`src/hw/rtl/hrp_pkg.sv`:
```
package hrp_pkg;

    localparam logic [1:0] PH_IDLE  = 2'd0;
    localparam logic [1:0] PH_LINE  = 2'd1;
    localparam logic [1:0] PH_NAME  = 2'd2;
    localparam logic [1:0] PH_VALUE = 2'd3;

    localparam logic [1:0] ST_COMPLETE  = 2'd0;
    localparam logic [1:0] ST_MALFORMED = 2'd1;
    localparam logic [1:0] ST_TOO_LARGE = 2'd2;

    localparam logic [1:0] KIND_NONE  = 2'd0;
    localparam logic [1:0] KIND_HOST  = 2'd1;
    localparam logic [1:0] KIND_CLEN  = 2'd2;
    localparam logic [1:0] KIND_TENC  = 2'd3;

    localparam logic [2:0] SET_ROUTE = 3'd0;
    localparam logic [2:0] SET_VER   = 3'd1;
    localparam logic [2:0] SET_NAME  = 3'd2;
    localparam logic [2:0] SET_HOST  = 3'd3;
    localparam logic [2:0] SET_ZERO  = 3'd4;

    localparam logic [7:0] CH_SP    = 8'h20;
    localparam logic [7:0] CH_TAB   = 8'h09;
    localparam logic [7:0] CH_CR    = 8'h0D;
    localparam logic [7:0] CH_LF    = 8'h0A;
    localparam logic [7:0] CH_COLON = 8'h3A;
    localparam logic [7:0] CH_C     = 8'h63;
    localparam logic [23:0] CRLFCR  = 24'h0D0A0D;

    localparam logic [15:0] CFG_RESET = 16'd8192;
    localparam int POS_W = 7;
    localparam logic [55:0] CHUNK_STR = "chunked";

    typedef struct packed {
        logic [1:0]       phase;
        logic [1:0]       rl;
        logic [1:0]       vlive;
        logic             vheld;
        logic [5:0]       rvec;
        logic [2:0]       rheld;
        logic [POS_W-1:0] fpos;
        logic [2:0]       nmatch;
        logic [1:0]       kind;
        logic [3:0]       vflags;
        logic [1:0]       trim;
        logic [2:0]       cpos;
        logic             cfound;
        logic             bad;
        logic             host;
        logic             hostok;
        logic             body;
        logic             chunk;
    } pstate_t;

    typedef struct packed {
        logic [1:0]  parse_status;
        logic [2:0]  route_code;
        logic        version_minor;
        logic        host_present;
        logic        host_allowed;
        logic        body_present;
        logic        chunked_present;
        logic [15:0] header_length;
    } result_t;

    function automatic logic [7:0] to_lower(input logic [7:0] c);
        return (c >= 8'h41 && c <= 8'h5A) ? c + 8'd32 : c;
    endfunction

    function automatic logic [135:0] pat_str(input logic [2:0] set, input logic [2:0] idx);
        logic [135:0] s;
        s = '0;
        case (set)
            SET_ROUTE:
                case (idx)
                    3'd0: s = "/";
                    3'd1: s = "/app.js";
                    3'd2: s = "/style.css";
                    3'd3: s = "/api/v1/health";
                    3'd4: s = "/api/v1/snapshot";
                    3'd5: s = "/api/v1/events";
                    default: s = '0;
                endcase
            SET_VER: s = (idx == 3'd0) ? 136'("HTTP/1.0") : 136'("HTTP/1.1");
            SET_NAME:
                case (idx)
                    3'd0: s = "host";
                    3'd1: s = "content-length";
                    3'd2: s = "transfer-encoding";
                    default: s = '0;
                endcase
            SET_HOST:
                case (idx)
                    3'd0: s = "127.0.0.1";
                    3'd1: s = "127.0.0.1:32123";
                    3'd2: s = "localhost";
                    3'd3: s = "localhost:32123";
                    default: s = '0;
                endcase
            SET_ZERO: s = "0";
            default: s = '0;
        endcase
        return s;
    endfunction

    function automatic logic [4:0] pat_len(input logic [2:0] set, input logic [2:0] idx);
        logic [4:0] n;
        n = '0;
        case (set)
            SET_ROUTE:
                case (idx)
                    3'd0: n = 5'd1;
                    3'd1: n = 5'd7;
                    3'd2: n = 5'd10;
                    3'd3: n = 5'd14;
                    3'd4: n = 5'd16;
                    3'd5: n = 5'd14;
                    default: n = '0;
                endcase
            SET_VER: n = 5'd8;
            SET_NAME:
                case (idx)
                    3'd0: n = 5'd4;
                    3'd1: n = 5'd14;
                    3'd2: n = 5'd17;
                    default: n = '0;
                endcase
            SET_HOST: n = (idx[0]) ? 5'd15 : 5'd9;
            SET_ZERO: n = 5'd1;
            default: n = '0;
        endcase
        return n;
    endfunction

    function automatic logic pat_hit(input logic [2:0] set, input logic [2:0] idx,
                                     input logic [POS_W-1:0] pos, input logic [7:0] c);
        logic [135:0] s;
        logic [4:0]   n;
        logic [7:0]   ch;
        s  = pat_str(set, idx);
        n  = pat_len(set, idx);
        ch = '0;
        if (POS_W'(n) > pos)
            ch = s[8*(int'(n) - 1 - int'(pos)) +: 8];
        return (POS_W'(n) > pos) && (ch == c);
    endfunction

    function automatic logic [7:0] chunk_char(input logic [2:0] p);
        return (p < 3'd7) ? CHUNK_STR[8*(6 - int'(p)) +: 8] : CH_C;
    endfunction

endpackage

```
`src/hw/rtl/hrp_if.sv`:
```
interface hrp_byte_if;
    logic       valid;
    logic       ready;
    logic [7:0] data_byte;
    logic       start_of_request;
    modport source (output valid, data_byte, start_of_request, input ready);
    modport sink (input valid, data_byte, start_of_request, output ready);
endinterface

interface hrp_result_if;
    logic        valid;
    logic        ready;
    logic [1:0]  parse_status;
    logic [2:0]  route_code;
    logic        version_minor;
    logic        host_present;
    logic        host_allowed;
    logic        body_present;
    logic        chunked_present;
    logic [15:0] header_length;
    modport source (output valid, parse_status, route_code, version_minor, host_present,
                    host_allowed, body_present, chunked_present, header_length,
                    input ready);
    modport sink (input valid, parse_status, route_code, version_minor, host_present,
                  host_allowed, body_present, chunked_present, header_length,
                  output ready);
endinterface

interface hrp_cfg_if;
    logic        valid;
    logic        ready;
    logic [15:0] max_header_bytes;
    modport source (output valid, max_header_bytes, input ready);
    modport sink (input valid, max_header_bytes, output ready);
endinterface

```
`src/hw/rtl/hrp_parse_core.sv`:
```
module hrp_parse_core #(
    parameter int HEADER_LIMIT = 65535,
    parameter int MATCH_WINDOW = 32
) (
    input  logic                  clk,
    input  logic                  rst_n,
    input  logic                  accept,
    input  logic [7:0]            data_byte,
    input  logic                  start_of_request,
    input  logic [15:0]           max_header_bytes,
    output logic                  res_valid,
    output hrp_pkg::result_t      res
);
    import hrp_pkg::*;

    localparam int CW    = $clog2(HEADER_LIMIT + 2);
    localparam int CMP_W = (CW > 16) ? CW : 16;

    pstate_t          st_reg, st_next, s0, s1, s2, s_line;
    logic [CW-1:0]    cnt_reg, cnt_next, cnt_base, cnt_inc;
    logic [23:0]      rec_reg, rec_next, rec_base;
    logic [CMP_W-1:0] lim;

    function automatic logic [5:0] mstep(input logic [5:0] live, input logic [2:0] set,
                                         input int n, input logic [POS_W-1:0] pos,
                                         input logic [7:0] c);
        logic [5:0] r;
        r = live;
        if (pos >= POS_W'(MATCH_WINDOW))
            r = '0;
        else
            for (int i = 0; i < 6; i++)
                if (i < n && r[i] && !pat_hit(set, 3'(i), pos, c))
                    r[i] = 1'b0;
        return r;
    endfunction

    function automatic logic [2:0] mdone(input logic [5:0] live, input logic [2:0] set,
                                         input int n, input logic [POS_W-1:0] pos);
        logic [2:0] r;
        r = '0;
        for (int i = 5; i >= 0; i--)
            if (i < n && live[i] && POS_W'(pat_len(set, 3'(i))) == pos)
                r = 3'(i + 1);
        return r;
    endfunction

    function automatic logic [POS_W-1:0] bump(input logic [POS_W-1:0] p);
        return (p < POS_W'(MATCH_WINDOW)) ? p + 1'b1 : p;
    endfunction

    function automatic pstate_t take_char(input pstate_t s, input logic [7:0] c);
        pstate_t    n;
        logic [7:0] l;
        logic [2:0] k;
        n = s;
        l = to_lower(c);
        k = '0;
        case (s.phase)
            PH_LINE: begin
                if (c == CH_SP)
                begin
                    if (s.rl < 2'd2 && s.fpos == '0)
                        n.bad = 1'b1;
                    if (s.rl == 2'd1)
                        n.rheld = mdone(s.rvec, SET_ROUTE, 6, s.fpos);
                    if (s.rl >= 2'd2)
                        n.bad = 1'b1;
                    if (s.rl < 2'd3)
                        n.rl = s.rl + 2'd1;
                    n.fpos  = '0;
                    n.rvec  = 6'h3F;
                    n.vlive = 2'b11;
                end
                else
                begin
                    if (s.rl < 2'd2 && (c == CH_TAB || c == CH_CR || c == CH_LF))
                        n.bad = 1'b1;
                    if (s.rl == 2'd1)
                        n.rvec = mstep(s.rvec, SET_ROUTE, 6, s.fpos, c);
                    else if (s.rl == 2'd2)
                        n.vlive = 2'(mstep({4'b0, s.vlive}, SET_VER, 2, s.fpos, c));
                    n.fpos = bump(s.fpos);
                end
            end
            PH_NAME: begin
                if (c == CH_COLON)
                begin
                    k        = mdone({3'b0, s.nmatch}, SET_NAME, 3, s.fpos);
                    n.kind   = k[1:0];
                    n.phase  = PH_VALUE;
                    n.fpos   = '0;
                    n.trim   = 2'd0;
                    n.vflags = (k[1:0] == KIND_HOST) ? 4'hF : 4'h1;
                    n.cpos   = '0;
                    n.cfound = 1'b0;
                end
                else
                begin
                    n.nmatch = 3'(mstep({3'b0, s.nmatch}, SET_NAME, 3, s.fpos, l));
                    n.fpos   = bump(s.fpos);
                end
            end
            PH_VALUE: begin
                if (l == chunk_char(s.cpos))
                begin
                    n.cpos = s.cpos + 3'd1;
                    if (s.cpos == 3'd6)
                    begin
                        n.cfound = 1'b1;
                        n.cpos   = '0;
                    end
                end
                else
                    n.cpos = (l == CH_C) ? 3'd1 : 3'd0;
                if (c == CH_SP || c == CH_TAB)
                begin
                    if (s.trim == 2'd1)
                        n.trim = 2'd2;
                end
                else if (s.trim >= 2'd2)
                begin
                    n.trim   = 2'd3;
                    n.vflags = '0;
                end
                else
                begin
                    n.trim = 2'd1;
                    if (s.kind == KIND_HOST)
                        n.vflags = 4'(mstep({2'b0, s.vflags}, SET_HOST, 4, s.fpos, l));
                    else
                        n.vflags = 4'(mstep({2'b0, s.vflags}, SET_ZERO, 1, s.fpos, l));
                    n.fpos = bump(s.fpos);
                end
            end
            default: ;
        endcase
        return n;
    endfunction

    function automatic pstate_t end_line(input pstate_t s);
        pstate_t    n;
        logic [2:0] v;
        n = s;
        v = '0;
        case (s.phase)
            PH_LINE: begin
                if (s.rl != 2'd2)
                    n.bad = 1'b1;
                else
                begin
                    v = mdone({4'b0, s.vlive}, SET_VER, 2, s.fpos);
                    if (v == 3'd0)
                        n.bad = 1'b1;
                    else
                        n.vheld = (v == 3'd2);
                end
            end
            PH_NAME: n.bad = 1'b1;
            PH_VALUE: begin
                if (s.kind == KIND_HOST)
                begin
                    n.host   = 1'b1;
                    n.hostok = (mdone({2'b0, s.vflags}, SET_HOST, 4, s.fpos) != 3'd0);
                end
                else if (s.kind == KIND_CLEN)
                    n.body = (mdone({2'b0, s.vflags}, SET_ZERO, 1, s.fpos) == 3'd0);
                else if (s.kind == KIND_TENC)
                    n.chunk = s.cfound;
            end
            default: ;
        endcase
        n.phase  = PH_NAME;
        n.fpos   = '0;
        n.nmatch = 3'b111;
        return n;
    endfunction

    function automatic pstate_t cleared(input logic [1:0] ph);
        pstate_t n;
        n       = '0;
        n.phase = ph;
        n.vlive = 2'b11;
        n.rvec  = 6'h3F;
        return n;
    endfunction

    assign lim = (CMP_W'(max_header_bytes) < CMP_W'(HEADER_LIMIT)) ?
                 CMP_W'(max_header_bytes) : CMP_W'(HEADER_LIMIT);

    always_comb
    begin
        s0       = start_of_request ? cleared(PH_LINE) : st_reg;
        cnt_base = start_of_request ? '0 : cnt_reg;
        rec_base = start_of_request ? '0 : rec_reg;
        cnt_inc  = (cnt_base <= CW'(HEADER_LIMIT)) ? cnt_base + 1'b1 : cnt_base;
        // a CR held from the last byte is taken now unless it starts CRLF
        s_line   = end_line(s0);
        s1       = (rec_base[7:0] == CH_CR) ? take_char(s0, CH_CR) : s0;
        s2       = (data_byte != CH_CR) ? take_char(s1, data_byte) : s1;

        st_next   = st_reg;
        cnt_next  = cnt_reg;
        rec_next  = rec_reg;
        res_valid = 1'b0;
        res       = '0;
        if (accept && s0.phase != PH_IDLE)
        begin
            cnt_next = cnt_inc;
            rec_next = {rec_base[15:0], data_byte};
            if (CMP_W'(cnt_inc) > lim)
            begin
                st_next          = s0;
                st_next.phase    = PH_IDLE;
                res_valid        = 1'b1;
                res.parse_status = ST_TOO_LARGE;
            end
            else if (data_byte == CH_LF && rec_base == CRLFCR)
            begin
                st_next       = s0;
                st_next.phase = PH_IDLE;
                res_valid     = 1'b1;
                if (s0.bad)
                    res.parse_status = ST_MALFORMED;
                else
                begin
                    res.parse_status     = ST_COMPLETE;
                    res.route_code       = s0.rheld;
                    res.version_minor    = s0.vheld;
                    res.host_present     = s0.host;
                    res.host_allowed     = s0.host ? s0.hostok : !s0.vheld;
                    res.body_present     = s0.body;
                    res.chunked_present  = s0.chunk;
                    res.header_length    = 16'(cnt_inc);
                end
            end
            else if (data_byte == CH_LF && rec_base[7:0] == CH_CR)
                st_next = s_line;
            else
                st_next = s2;
        end
        else if (accept)
            st_next = s0;
    end

    always_ff @(posedge clk or negedge rst_n)
    begin
        if (!rst_n)
        begin
            st_reg  <= cleared(PH_IDLE);
            cnt_reg <= '0;
            rec_reg <= '0;
        end
        else
        begin
            st_reg  <= st_next;
            cnt_reg <= cnt_next;
            rec_reg <= rec_next;
        end
    end

endmodule

```
`src/hw/rtl/hrp_out_buf.sv`:
```
module hrp_out_buf (
    input  logic             clk,
    input  logic             rst_n,
    input  logic             push,
    input  hrp_pkg::result_t din,
    output logic             space,
    output logic             out_valid,
    input  logic             out_ready,
    output hrp_pkg::result_t dout
);
    import hrp_pkg::*;

    logic    out_valid_reg, skid_valid_reg;
    result_t out_reg, skid_reg;
    logic    pop;

    assign pop       = out_valid_reg && out_ready;
    assign space     = !skid_valid_reg;
    assign out_valid = out_valid_reg;
    assign dout      = out_reg;

    always_ff @(posedge clk or negedge rst_n)
    begin
        if (!rst_n)
        begin
            out_valid_reg  <= 1'b0;
            skid_valid_reg <= 1'b0;
        end
        else if (skid_valid_reg)
        begin
            if (pop)
            begin
                out_valid_reg  <= 1'b1;
                skid_valid_reg <= 1'b0;
            end
        end
        else if (push)
        begin
            if (!out_valid_reg || pop)
                out_valid_reg <= 1'b1;
            else
                skid_valid_reg <= 1'b1;
        end
        else if (pop)
            out_valid_reg <= 1'b0;
    end

    // payload: skid into output on pop; new item to output, or to skid if stalled
    always_ff @(posedge clk)
    begin
        if (skid_valid_reg)
        begin
            if (pop)
                out_reg <= skid_reg;
        end
        else if (push)
        begin
            if (!out_valid_reg || pop)
                out_reg <= din;
            else
                skid_reg <= din;
        end
    end

endmodule

```
`src/hw/rtl/http_request_header_parser.sv`:
```
// A result item is registered in the output buffer before it appears on rsp; it waits behind an earlier untaken item.
// Throughput: one byte per cycle while req.ready is high; all per-byte work is one pass of compare logic.
// A two-entry result buffer keeps bytes flowing while a result waits; req.ready
// drops only when both entries hold results.
// Reset: rst_n (async, active low) idles the parser until a start byte and sets
// max_header_bytes to 8192.
module http_request_header_parser #(
    parameter int HEADER_LIMIT = 65535,
    parameter int MATCH_WINDOW = 32
) (
    input logic        clk,
    input logic        rst_n,
    hrp_byte_if.sink   req,
    hrp_result_if.source rsp,
    hrp_cfg_if.sink    cfg
);
    import hrp_pkg::*;

    logic [15:0] max_reg;
    logic        space, accept, res_valid;
    result_t     res, dout;

    assign cfg.ready = 1'b1;
    assign req.ready = space;
    assign accept    = req.valid && space;

    always_ff @(posedge clk or negedge rst_n)
    begin
        if (!rst_n)
            max_reg <= CFG_RESET;
        else if (cfg.valid)
            max_reg <= cfg.max_header_bytes;
    end

    hrp_parse_core #(
        .HEADER_LIMIT (HEADER_LIMIT),
        .MATCH_WINDOW (MATCH_WINDOW)
    ) u_core (
        .clk              (clk),
        .rst_n            (rst_n),
        .accept           (accept),
        .data_byte        (req.data_byte),
        .start_of_request (req.start_of_request),
        .max_header_bytes (max_reg),
        .res_valid        (res_valid),
        .res              (res)
    );

    hrp_out_buf u_buf (
        .clk       (clk),
        .rst_n     (rst_n),
        .push      (res_valid),
        .din       (res),
        .space     (space),
        .out_valid (rsp.valid),
        .out_ready (rsp.ready),
        .dout      (dout)
    );

    assign rsp.parse_status     = dout.parse_status;
    assign rsp.route_code       = dout.route_code;
    assign rsp.version_minor    = dout.version_minor;
    assign rsp.host_present     = dout.host_present;
    assign rsp.host_allowed     = dout.host_allowed;
    assign rsp.body_present     = dout.body_present;
    assign rsp.chunked_present  = dout.chunked_present;
    assign rsp.header_length    = dout.header_length;

endmodule

```
`src/flat_wrapper.sv`:
```
// flat-port wrapper written by rule: the top's interface ports become plain ports
module http_request_header_parser_flat import hrp_pkg::*;
#(
    parameter int HEADER_LIMIT = 65535,
    parameter int MATCH_WINDOW = 32
)
  (clk, rst_n, req_valid, req_data_byte, req_start_of_request, req_ready, rsp_valid, rsp_parse_status, rsp_route_code, rsp_version_minor, rsp_host_present, rsp_host_allowed, rsp_body_present, rsp_chunked_present, rsp_header_length, rsp_ready, cfg_valid, cfg_max_header_bytes, cfg_ready);
  hrp_byte_if req_i ();
  hrp_result_if rsp_i ();
  hrp_cfg_if cfg_i ();
  input logic clk;
  input logic rst_n;
  input wire logic [$bits(req_i.valid)-1:0] req_valid;
  input wire logic [$bits(req_i.data_byte)-1:0] req_data_byte;
  input wire logic [$bits(req_i.start_of_request)-1:0] req_start_of_request;
  output wire logic [$bits(req_i.ready)-1:0] req_ready;
  output wire logic [$bits(rsp_i.valid)-1:0] rsp_valid;
  output wire logic [$bits(rsp_i.parse_status)-1:0] rsp_parse_status;
  output wire logic [$bits(rsp_i.route_code)-1:0] rsp_route_code;
  output wire logic [$bits(rsp_i.version_minor)-1:0] rsp_version_minor;
  output wire logic [$bits(rsp_i.host_present)-1:0] rsp_host_present;
  output wire logic [$bits(rsp_i.host_allowed)-1:0] rsp_host_allowed;
  output wire logic [$bits(rsp_i.body_present)-1:0] rsp_body_present;
  output wire logic [$bits(rsp_i.chunked_present)-1:0] rsp_chunked_present;
  output wire logic [$bits(rsp_i.header_length)-1:0] rsp_header_length;
  input wire logic [$bits(rsp_i.ready)-1:0] rsp_ready;
  input wire logic [$bits(cfg_i.valid)-1:0] cfg_valid;
  input wire logic [$bits(cfg_i.max_header_bytes)-1:0] cfg_max_header_bytes;
  output wire logic [$bits(cfg_i.ready)-1:0] cfg_ready;
  assign req_i.valid = req_valid;
  assign req_i.data_byte = req_data_byte;
  assign req_i.start_of_request = req_start_of_request;
  assign req_ready = req_i.ready;
  assign rsp_valid = rsp_i.valid;
  assign rsp_parse_status = rsp_i.parse_status;
  assign rsp_route_code = rsp_i.route_code;
  assign rsp_version_minor = rsp_i.version_minor;
  assign rsp_host_present = rsp_i.host_present;
  assign rsp_host_allowed = rsp_i.host_allowed;
  assign rsp_body_present = rsp_i.body_present;
  assign rsp_chunked_present = rsp_i.chunked_present;
  assign rsp_header_length = rsp_i.header_length;
  assign rsp_i.ready = rsp_ready;
  assign cfg_i.valid = cfg_valid;
  assign cfg_i.max_header_bytes = cfg_max_header_bytes;
  assign cfg_ready = cfg_i.ready;
  http_request_header_parser #(.HEADER_LIMIT(HEADER_LIMIT), .MATCH_WINDOW(MATCH_WINDOW)) u_core (.clk(clk), .rst_n(rst_n), .req(req_i), .rsp(rsp_i), .cfg(cfg_i));
endmodule
```
`config.mk`:
```
export PLATFORM = sky130hd
export DESIGN_NAME = http_request_header_parser_flat
export DESIGN_NICKNAME = d
export VERILOG_FILES = /design/src/hw/rtl/hrp_pkg.sv /design/src/hw/rtl/hrp_if.sv /design/src/hw/rtl/hrp_parse_core.sv /design/src/hw/rtl/hrp_out_buf.sv /design/src/hw/rtl/http_request_header_parser.sv /design/src/flat_wrapper.sv
export SDC_FILE = /design/constraint.sdc
export NUM_CORES = 1
export LEC_CHECK = 0
export BUFFER_PORTS_ARGS = -buffer_cell sky130_fd_sc_hd__buf_2
export CORE_MARGIN = 3
export CORE_UTILIZATION = 29
export CTS_BUF_LIST = sky130_fd_sc_hd__clkbuf_4
export DETAILED_ROUTE_END_ITERATION = 10
export GPL_TIMING_DRIVEN = 0
export PLACE_DENSITY = 0.53
export SLEW_MARGIN = 10
export SYNTH_ARGS = -nofsm -noshare
export SYNTH_HDL_FRONTEND = slang
export SYNTH_SLANG_ARGS = --single-unit
```
`constraint.sdc`:
```
create_clock -name clk -period 7 [get_ports clk]
set_input_delay 1.4 -clock clk [delete_from_list [all_inputs] [get_ports clk]]
set_output_delay 1.4 -clock clk [all_outputs]
set_load 0.02 [all_outputs]
```
; ---- Word-level counts from Yosys, hierarchy flattened
; Cells that the tools add are included.
[totals]
in_bits = 30
output_inout_bits = 29
regBits = 154
elab_cells = 948
[classes]
n_reduce_logical = 140
mux = 558
bitwise_logic = 2
add_sub_neg = 57
shifts = 34
n_lt_le_gt_ge = 41
n_eq_ne = 77
[ops]
columns = cell, n
row1 = 136-bit two-way mux, 120
row2 = 136-bit by 12-bit variable part select with 8-bit output, 24
row3 = 8-bit two-way mux, 155
row4 = 136-bit by 32-bit variable part select with 8-bit output, 8
row5 = 5-bit two-way mux, 113
row6 = 43-bit two-way mux, 7
row7 = 6-bit by 8-bit subtractor with 9-bit output, 24
row8 = 5-bit by 7-bit > comparator with 1-bit output, 24
row9 = 8-bit by 4-bit equality test with 1-bit output (second input constant), 20
row10 = 5-bit by 1-bit subtractor with 6-bit output (second input constant), 24
row11 = 8-bit equality test, 17
row12 = 26-bit two-way mux, 5
row13 = 56-bit by 7-bit variable part select with 8-bit output (first input constant), 2
row14 = 1-bit logical AND, 88
row15 = 5-bit by 7-bit equality test with 1-bit output, 12
row16 = 3-bit two-way mux, 27
row17 = 24-bit two-way mux, 3
row18 = 1-bit two-way mux, 67
row19 = 7-bit two-way mux, 7
row20 = 2-bit two-way mux, 24
row21 = 6-bit two-way mux, 8
row22 = 4-bit two-way mux, 10
row23 = 39-bit two-way mux, 1
row24 = 1-bit logical NOT, 35
row25 = other kinds (46), 84

; ---- Logic depth before layout (Yosys ltp)
; Gate-level depths: netlist of run 1.
[logic_depth]
ltp_word = 54
mapped_depth = 29
ltp_nobuf = 22

; ---- Modules after synthesis
; From an unflattened synthesis of run 1, not the netlist that was laid out.
[hier_totals]
hier_cells = 1708
area_unflattened_um2 = 13741.9
[modules_own_cells]
columns = module, area_per_inst_um2, cells_each, instances, seq_area_each_um2
row1 = hrp_parse_core, 11073.1, 1578, 1, 2112.0
row2 = hrp_out_buf, 2000.7, 93, 1, 1611.5
row3 = http_request_header_parser, 668.1, 37, 1, 401.6

; ---- Least setup slack after synthesis of run 1
; Ideal clock, no wire load.
[synth_timing]
path_kind = input port to flip-flop
from = in req_start_of_request
to = reg u_core.u_core.st_reg[12] in the netlist's numbering
required_ns = 6.923
setup_slack_ns = -0.387
setup_ns = 0.077
arrival_ns = 7.309
path_stages = 29
path_buffers = 10
path_cell_list = clkbuf_1 clkbuf_1 clkbuf_1 clkbuf_1 clkbuf_1 or2_2 inv_1 ha_1 buf_2 or4_4 buf_6 nor3_2 nor2_1 nor2_1 buf_4 buf_2 buf_1 ha_1 ha_1 or2_2 nor2_1 nand2_1 o221ai_1 nor3_1 o22ai_1 xnor2_1 a31oi_1 or4b_1 a21oi_1
[synth_between]
elab_chain_cells = 30
word_cells_on_any_way = 125
classes_between = 7 x add/sub / 12 x order compare / 18 x eq/ne / 5 x shift / 59 x mux / 24 x reduce/logical
[synth_lines]
columns = item, line
row1 = from (decl), flat_wrapper.sv:15  ; input wire logic [$bits(req_i.start_of_request)-1:0] req_start_of_request;
row2 = branches (longest 30 deep; another with 6-bit by 8-bit subtractor with 9-bit output), n/a
row3 = to (signal assigned), hrp_parse_core.sv:250  ; st_reg <= cleared(PH_IDLE);
row4 = to (signal assigned), hrp_parse_core.sv:256  ; st_reg <= st_next;
row5 = to (decl), hrp_parse_core.sv:19  ; pstate_t st_reg, st_next, s0, s1, s2, s_line;
; Parallel ways; which one is timed is not known. The select of a mux whose other input is x is not followed.
; A chain may end at the register's enable or synchronous reset.

; ---- Final worst setup path of run 1
[layout_timing]
from = in req_start_of_request
to = reg u_core.u_core.st_reg[31] in the netlist's numbering
[layout_between]
elab_chain_cells = 27
word_cells_on_any_way = 68
classes_between = 4 x add/sub / 8 x order compare / 10 x eq/ne / 2 x shift / 32 x mux / 12 x reduce/logical
[layout_lines]
columns = item, line
row1 = 43-bit two-way mux, hrp_parse_core.sv:193  ; s0 = start_of_request ? cleared(PH_LINE) : st_reg;
row2 = 7-bit by 1-bit adder with 7-bit output (tied with other cells), hrp_parse_core.sv:49  ; return (p < POS_W'(MATCH_WINDOW)) ? p + 1'b1 : p;
row3 = 7-bit two-way mux or 136-bit by 12-bit variable part select with 8-bit output (tied branches), "hrp_parse_core.sv:49, hrp_pkg.sv:145"
row4 = 7-bit two-way mux or 8-bit two-way mux (tied branches), "hrp_parse_core.sv:121, hrp_pkg.sv:144"
row5 = 7-bit one-hot mux with 2 select lines or 8-bit two-way mux (tied branches), "hrp_parse_core.sv:59, hrp_parse_core.sv:29"
row6 = 39-bit two-way mux or 8-bit two-way mux (tied branches), "hrp_parse_core.sv:199, hrp_parse_core.sv:79"
row7 = 6-bit by 8-bit subtractor with 9-bit output or 8-bit two-way mux (tied branches), "hrp_pkg.sv:145, hrp_parse_core.sv:59"
row8 = 136-bit by 12-bit variable part select with 8-bit output or 8-bit by 4-bit equality test with 1-bit output (tied branches), "hrp_pkg.sv:145, hrp_pkg.sv:146"
row9 = (+11 left out), n/a
row10 = 6-bit two-way mux, hrp_parse_core.sv:79  ; if (s.rl == 2'd1)
row11 = 6-bit two-way mux, hrp_parse_core.sv:61  ; if (c == CH_SP)
row12 = 9-bit two-way mux, hrp_parse_core.sv:59  ; case (s.phase)
row13 = 43-bit two-way mux, hrp_parse_core.sv:200  ; s2 = (data_byte != CH_CR) ? take_char(s1, data_byte) : s1;
row14 = 43-bit two-way mux, hrp_parse_core.sv:237  ; else if (data_byte == CH_LF && rec_base[7:0] == CH_CR)
row15 = 43-bit two-way mux, hrp_parse_core.sv:218  ; else if (data_byte == CH_LF && rec_base == CRLFCR)
row16 = 43-bit two-way mux, hrp_parse_core.sv:211  ; if (CMP_W'(cnt_inc) > lim)
row17 = 43-bit two-way mux, hrp_parse_core.sv:207  ; if (accept && s0.phase != PH_IDLE)
; Parallel ways exist; a longest one is shown, timed or not. The select of a mux whose other input is x is not followed.

==> flow_metrics.py, run 1 <==
metrics = {
    "setup_path": {
        "critPathMaxStageDelay_ns": 0.77,
        "rr_worst_depth": 17,
        "cp.arrival_ns": 7.51,
        "crit_family": "buffers and inverters",
        "r2r_start": "u_core.u_core.cnt_reg[7]$_DFFE_PN0P_",
        "crit_fanout": 12,
        "cp-end-kind": "register",
        "cp-start-kind": "primary input",
        "crit_type": "primary input to register",
        "path_buf_inv": 14,
        "cp.required_ns": 7.52,
        "rrSetupSlack_ns": 1.35,
        "cpMostUsedCell": "clkbuf_8",
        "cpMaxStageDelayCell": "xnor2_1",
        "r2r-end": "u_core.u_core.st_reg[19]$_DFFE_PN0P_",
    },
    "final_layout": {
        "multi_input_area_um2": 9130,
        "area_delta_synth_final_pct": 16.0,
        "fin_area_um2": 15900,
        "largest_register_ffs": 43,
        "final_layout_size_suffix_gt1_share_pct": 15.9,
        "final_util_pct": 34.5,
        "seqCellArea_um2": 4130,
        "nets": 1941,
        "n_fill_cell": 4869,
    },
    "detailed_routing": {
        "first_pass_iters": 7,
        "drt_wl_total_um": 62500,
        "dr.first_iter.drc_count": 1871,
        "vias_per_cell": 5.98,
        "wl_per_cell_um": 25.3,
        "ant_nets": 0,
        "vias": 14756,
        "drc_errors": 0,
    },
    "logic_synthesis": {
        "syn_area_per_cell_um2": 7.78,
        "ys_ff_latch": 154,
        "synthDistinctLibCells": 106,
        "ys_seq_area_share_pct": 30.2,
        "ys_top_cells_by_count": "nand2_1, nor2_1, o21ai_0, clkbuf_1, dfrtp_1",
        "synth.net_count": 1844,
        "synth_edf_count": 52,
        "yosysMostFrequentCell": "nand2_1",
        "yosysTopAreaCellShare_pct": 17.0,
        "synth_warnings": 0,
        "ys.flop_type": "dfrtp_1",
        "syn-instance-count": 1757,
        "ys_async_sr_fraction_pct": 66.2,
        "synth_area_leaders": "dfrtp_1, edfxtp_1, nand2_1",
        "synth_top_cell_by_area": "dfrtp_1",
        "syn_area_um2": 13700,
    },
    "min_path": {
        "hold_path.class": "register to register",
        "hold_start": "u_core.u_core.rec_reg[17]$_DFFE_PN0P_",
        "min_to": "u_core.u_core.rec_reg[17]$_DFFE_PN0P_",
        "hold_depth": 2,
    },
    "sta": {
        "worstMarginPinSlew_ns": 1.32,
        "setup_viol": 0,
        "rsz0062_at_grt": "true",
        "hold_ws_ns": 0.482,
        "slew_viol_final": 0,
        "relSlewSlack_pct": 11.5,
        "fmax_ghz": 0.143,
        "fin_skew_ns": 0.0339,
        "min_period_ns": 6.99,
        "finalWorstSetupSlack_ns": 0.00940,
        "hold_violations": 0,
        "finalCritPeriodShare_pct": 99.9,
    },
    "placed_design": {
        "numPortBuffers": 56,
        "hpwl_um": 47900,
        "dp_slack_ns": -3.54,
        "placed_cell_area_um2": 14800,
        "gp_congestion": 1.02,
    },
    "global_route": {
        "grt_overflow_total": 0,
        "antenna_found_initial": 2,
        "grt_pass1_wl_um": 93100,
        "grt_use_total_pct": 24.5,
        "grt_max_degree": 81,
        "first_global_vias": 14188,
    },
    "pwr": {
        "leakage_nw": 6.53,
        "power_density_nw_per_um2": 150,
        "vdd_drop_max_mv": 0.103,
    },
    "clocking": {
        "cts_max_level": 4,
        "cts_inserted_buffers": 17,
        "cts_hold_buffers": 0,
        "cts_sinks": 154,
        "root_buffer": "clkbuf_4",
        "cts-root-to-sink-buffers": 2,
        "worstSkewPairLatency_ns": 0.60,
        "cts_tree": "built",
        "clk_pin_slew_ns": 0.17,
    },
    "floorplanning": {
        "die-area_um2": 49800,
        "io_pins": 59,
        "die_h_um": 223,
        "core_region_area_um2": 46000,
        "start_util_pct": 29.7,
        "die_w_um": 223,
        "rows": 78,
    },
    "run": {
        "drv_cap": 0,
    },
    "outcome": {
        "status": "finished clean",
    },
}
[timing repair]
| action | in CTS | in global routing |
|---|---|---|
| endpoints found under the setup margin | 79 | 32 |
| gates resized for setup | 92 | 66 |
| pin swaps | 7 | 12 |
| buffers inserted | 7 | 14 |
[cell type report]
cell class	count	share of cell area [%]
Multi-Input combinational cell	1404	57.6
Sequential cell	154	26.0
Tap cell	600	4.74
Buffer	127	4.63
Timing Repair Buffer	83	3.35
Inverter	67	1.63
Clock inverter	15	1.24
Clock buffer	17	0.805
Antenna cell	1	0.0158
[tightest hold or removal path: stages, from the launching register on]
cell and delay, ns:
dfrtp_1 0.37, nand2_1 0.05, nand2_1 0.05
[how the worst max path moves through the flow]
stage,cells after the start,endpoint,slack [ns],from
final,28,u_core.u_core.st_reg[31]$_DFFE_PN1P_,0.009,req_start_of_request
after global routing,29,u_core.u_core.st_reg[12]$_DFFE_PN0P_,-0.02,req_start_of_request
after CTS,30,u_core.u_core.st_reg[12]$_DFFE_PN0P_,0.01,req_start_of_request
after detailed placement,24,u_core.u_core.st_reg[13]$_DFFE_PN0P_,-3.54,req_start_of_request
after global placement,24,u_core.u_core.st_reg[13]$_DFFE_PN0P_,-3.58,req_start_of_request
after floorplan,29,u_core.u_core.st_reg[12]$_DFFE_PN0P_,-0.01,req_start_of_request
[kinds of logic (layout without fill, tap and decap cells)]
logic type	count (synthesis)	in the layout	share of synthesized area (%)
AND/OR/NAND/NOR	740	740	27.0
flip-flops	154	154	30.2
adder cells (fa/ha/maj)	57	57	5.22
other	1	2	0.0274
multiplexers	24	24	1.83
XOR/XNOR	57	57	3.76
buffers and inverters	199	309	6.06
AO/OA/AOI/OAI	525	525	25.9
[metal layers]
layer  global-route usage, %  routed length, um  vias to the layer above
li1                        -                  -                     6681
met1                    33.6              27300                     7090
met2                    36.5              26300                      818
met3                    5.12               5470                      165
met4                    11.9               3410                        2
met5                       0                 12                        -
[where the power goes]
group | internal, W | switching (W)
clock network | 0.000206 | 0.000402
logic | 0.000256 | 0.000527
registers | 0.000961 | 0.0000257
total | 0.00142 | 0.000954
[stage by stage]
stage / instances / TNS (ns) / total power, W
after floorplan: 1757 / -0.0101 / 0.00146
after global placement: 2413 / -183.33 / 0.00171
after detailed placement: 2419 / -147.46 / 0.00171
after CTS: 2455 / 0 / 0.00235
after global routing: 2468 / -0.0290 / 0.00249
final: 2468 / 0 / 0.00238
[cell usage in the layout, fill, tap and decap left out, types with 32 or more instances in the layout]
| cell | instances |
|---|---|
| xnor2_1 | 37 |
| nand4_1 | 33 |
| a21o_1 | 40 |
| nor2_1 | 139 |
| a21oi_1 | 88 |
| buf_4 | 32 |
| nand2_1 | 232 |
| inv_1 | 56 |
| nor3_1 | 43 |
| buf_2 | 70 |
| dfrtp_1 | 93 |
| edfxtp_1 | 52 |
| clkbuf_1 | 68 |
| nand3_1 | 80 |
| ha_1 | 51 |
| o21ai_0 | 134 |
| a31oi_1 | 39 |
(Power assumes the default switching activity.)
==> inputs of run 2 (changes only) <==
--- a/config.mk
+++ b/config.mk
@@ -12,6 +12,7 @@
 export DETAILED_ROUTE_END_ITERATION = 10
 export GPL_TIMING_DRIVEN = 0
 export PLACE_DENSITY = 0.53
+export REMOVE_ABC_BUFFERS = 1
 export SLEW_MARGIN = 10
 export SYNTH_ARGS = -nofsm -noshare
 export SYNTH_HDL_FRONTEND = slang
==> run 2 against run 1 <==
Largest power group unchanged. Clock skew is essentially flat. Critical path depth shrank 9. Hold slack lost 0.0025 ns.
==> flow_metrics.py, run 2 (synthesized netlist as in run 1, its figures left out) <==
metrics = {
    "sta": {
        "hold_violations": 0,
        "fin_skew_ns": 0.0337,
        "fmax_ghz": 0.145,
        "rsz0062_at_grt": "false",
        "tns_ns": 0,
        "relSlewSlack_pct": 10.4,
        "worstMarginPinSlew_ns": 1.33,
        "finalCritPeriodShare_pct": 98.4,
        "slew_viol_final": 0,
        "setup_viol": 0,
        "min_period_ns": 6.89,
    },
    "global_route": {
        "grt_overflow_total": 0,
        "grt_use_total_pct": 20.2,
        "antenna_found_initial": 1,
        "grt_max_degree": 70,
        "grt_pass1_wl_um": 79600,
        "first_global_vias": 13104,
    },
    "final_layout": {
        "fin_area_um2": 14900,
        "area_delta_synth_final_pct": 9.10,
        "final_layout_size_suffix_gt1_share_pct": 12.2,
        "layout_common_cells": "nand2_1, nor2_1, o21ai_0",
        "largest_register_ffs": 43,
        "nets": 1808,
        "final_common_cell": "nand2_1",
    },
    "min_path": {
        "hold_path.class": "register to register",
        "hold_depth": 2,
        "hold_start": "u_core.u_core.rec_reg[16]$_DFFE_PN0P_",
        "min_to": "u_core.u_core.rec_reg[16]$_DFFE_PN0P_",
    },
    "floorplanning": {
        "rows": 78,
        "core_region_area_um2": 46000,
        "io_pins": 59,
        "die_w_um": 223,
        "die-area_um2": 49800,
        "start_util_pct": 29.7,
        "die_h_um": 223,
    },
    "setup_path": {
        "cpMostUsedCell": "ha_1",
        "cp.required_ns": 7.51,
        "cpMaxStageDelayCell": "o21ai_4",
        "cp.arrival_ns": 7.40,
        "cp_cell_sequence": "buf_6, inv_8, nand2_1, inv_1, ha_1, nor4bb_1, mux2_2, or3_4, o21ai_4, inv_4, ha_1, nand3_1, o311ai_1, or4b_4, or2_0, a2111oi_2, o32ai_1, o21a_1, nor2_1",
        "cp-end-kind": "register",
        "critPathMaxStageDelay_ns": 0.60,
        "r2r_start": "u_core.u_core.st_reg[20]$_DFFE_PN0P_",
        "r2r-end": "u_core.u_core.st_reg[18]$_DFFE_PN0P_",
        "cp-start-kind": "primary input",
        "rr_worst_depth": 16,
        "rrSetupSlack_ns": 0.88,
        "crit_type": "primary input to register",
        "crit_fanout": 62,
    },
    "pwr": {
        "vdd_drop_max_mv": 0.112,
        "leakage_nw": 6.05,
        "switchingPower_w": 0.000833,
        "switching_share_pct": 36.5,
        "pwr-share-seq_pct": 43.3,
        "p_clk_share_pct": 26.6,
        "p_comb_share_pct": 30.1,
        "power_density_nw_per_um2": 153,
        "p_int_w": 0.00145,
    },
    "clocking": {
        "cts_max_level": 4,
        "cts_inserted_buffers": 17,
        "cts_sinks": 154,
        "clk_pin_slew_ns": 0.15,
        "cts_hold_buffers": 0,
        "worstSkewPairLatency_ns": 0.58,
        "cts-root-to-sink-buffers": 2,
        "root_buffer": "clkbuf_4",
        "cts_tree": "built",
    },
    "placed_design": {
        "numPortBuffers": 57,
        "placed_cell_area_um2": 14400,
        "gp_congestion": 0.955,
        "hpwl_um": 37100,
    },
    "detailed_routing": {
        "wl_per_cell_um": 22.5,
        "vias": 13933,
        "drt_wl_total_um": 52400,
        "ant_nets": 0,
        "vias_per_cell": 5.97,
        "dr.first_iter.drc_count": 1463,
        "drc_errors": 0,
        "first_pass_iters": 5,
    },
    "outcome": {
        "status": "finished clean",
    },
    "run": {
        "drv_cap": 0,
    },
}
## run 2: cell types whose count changed in the layout (fill, tap and decap cells not counted), moves of 5 or more
cell      delta
clkbuf_1    -68
buf_4       -22
buf_2       -14
clkbuf_2    -10
buf_6        -8
clkbuf_8     -5
inv_8        -5
## run 2: worst max path at each step
stage                               from                                   end  slack (ns)  cells after the start
finish              req_start_of_request  u_core.u_core.st_reg[18]$_DFFE_PN0P_        0.11                     19
global route        req_start_of_request  u_core.u_core.st_reg[18]$_DFFE_PN0P_        0.02                     19
CTS                 req_start_of_request  u_core.u_core.st_reg[19]$_DFFE_PN0P_        0.08                     19
detailed placement  req_start_of_request  u_core.u_core.st_reg[19]$_DFFE_PN0P_       -3.00                     19
global placement    req_start_of_request  u_core.u_core.st_reg[19]$_DFFE_PN0P_       -7.97                     17
floorplan           req_start_of_request  u_core.u_core.st_reg[18]$_DFFE_PN0P_       -1.84                     17
## run 2: metrics by stage
step / std cells / total power [W] / setup slack [ns] / hold slack, ns / util, %
floorplan: 1625 / 0.00142 / -1.84 / 0.430 / -
global placement: 2282 / 0.00163 / -7.97 / 0.449 / 30.7
detailed placement: 2294 / 0.00166 / -3.00 / 0.456 / 31.3
CTS: 2333 / 0.00228 / 0.0805 / 0.486 / 32.3
global route: 2335 / 0.00240 / 0.0236 / 0.518 / 32.4
finish: 2335 / 0.00228 / 0.115 / 0.480 / 32.4
## run 2: power groups by stage
stage / logic (W) / clock network [W] / registers [W]
final: 0.000686 / 0.000605 / 0.000988
after global routing: 0.000741 / 0.000662 / 0.000993
after CTS: 0.000667 / 0.000623 / 0.000987
after detailed placement: 0.000654 / 0 / 0.00100
after global placement: 0.000631 / 0 / 0.00100
after floorplan: 0.000419 / 0 / 0.000997
## run 2: repair_timing
| action | in CTS | in global routing |
|---|---|---|
| buffers inserted | 5 | 1 |
| gates resized for setup | 24 | 12 |
| endpoints found under the setup margin | 26 | 14 |
| cloned | 2 | 0 |
| pin swaps | 5 | 1 |
## run 2: critical path: cells and delay by family
kind | cells | cell delay, ns
compound gates | 5 | 1.70
fa+ha+maj | 2 | 0.60
buf+inv | 4 | 0.95
mux | 1 | 0.41
simple gates | 7 | 2.24
## run 2: area by class of cell
class / count / area, um^2
tap: 600 / 751
sequential: 154 / 4130
antenna: 1 / 2.50
inverter: 67 / 264
fill: 4931 / 31100
multi-input combinational: 1406 / 8950
clock buffer: 19 / 143
clock inverter: 13 / 165
timing repair buffer: 75 / 510
## run 2: layer usage
| metal | GRT usage [%] | routed length (um) | share of wire (%) |
|---|---|---|---|
| met5 | 0 | 0 | 0 |
| met4 | 6.42 | 1500 | 2.9 |
| met3 | 2.78 | 4190 | 8.0 |
| met2 | 31.5 | 23200 | 44 |
| met1 | 28.9 | 23600 | 45 |
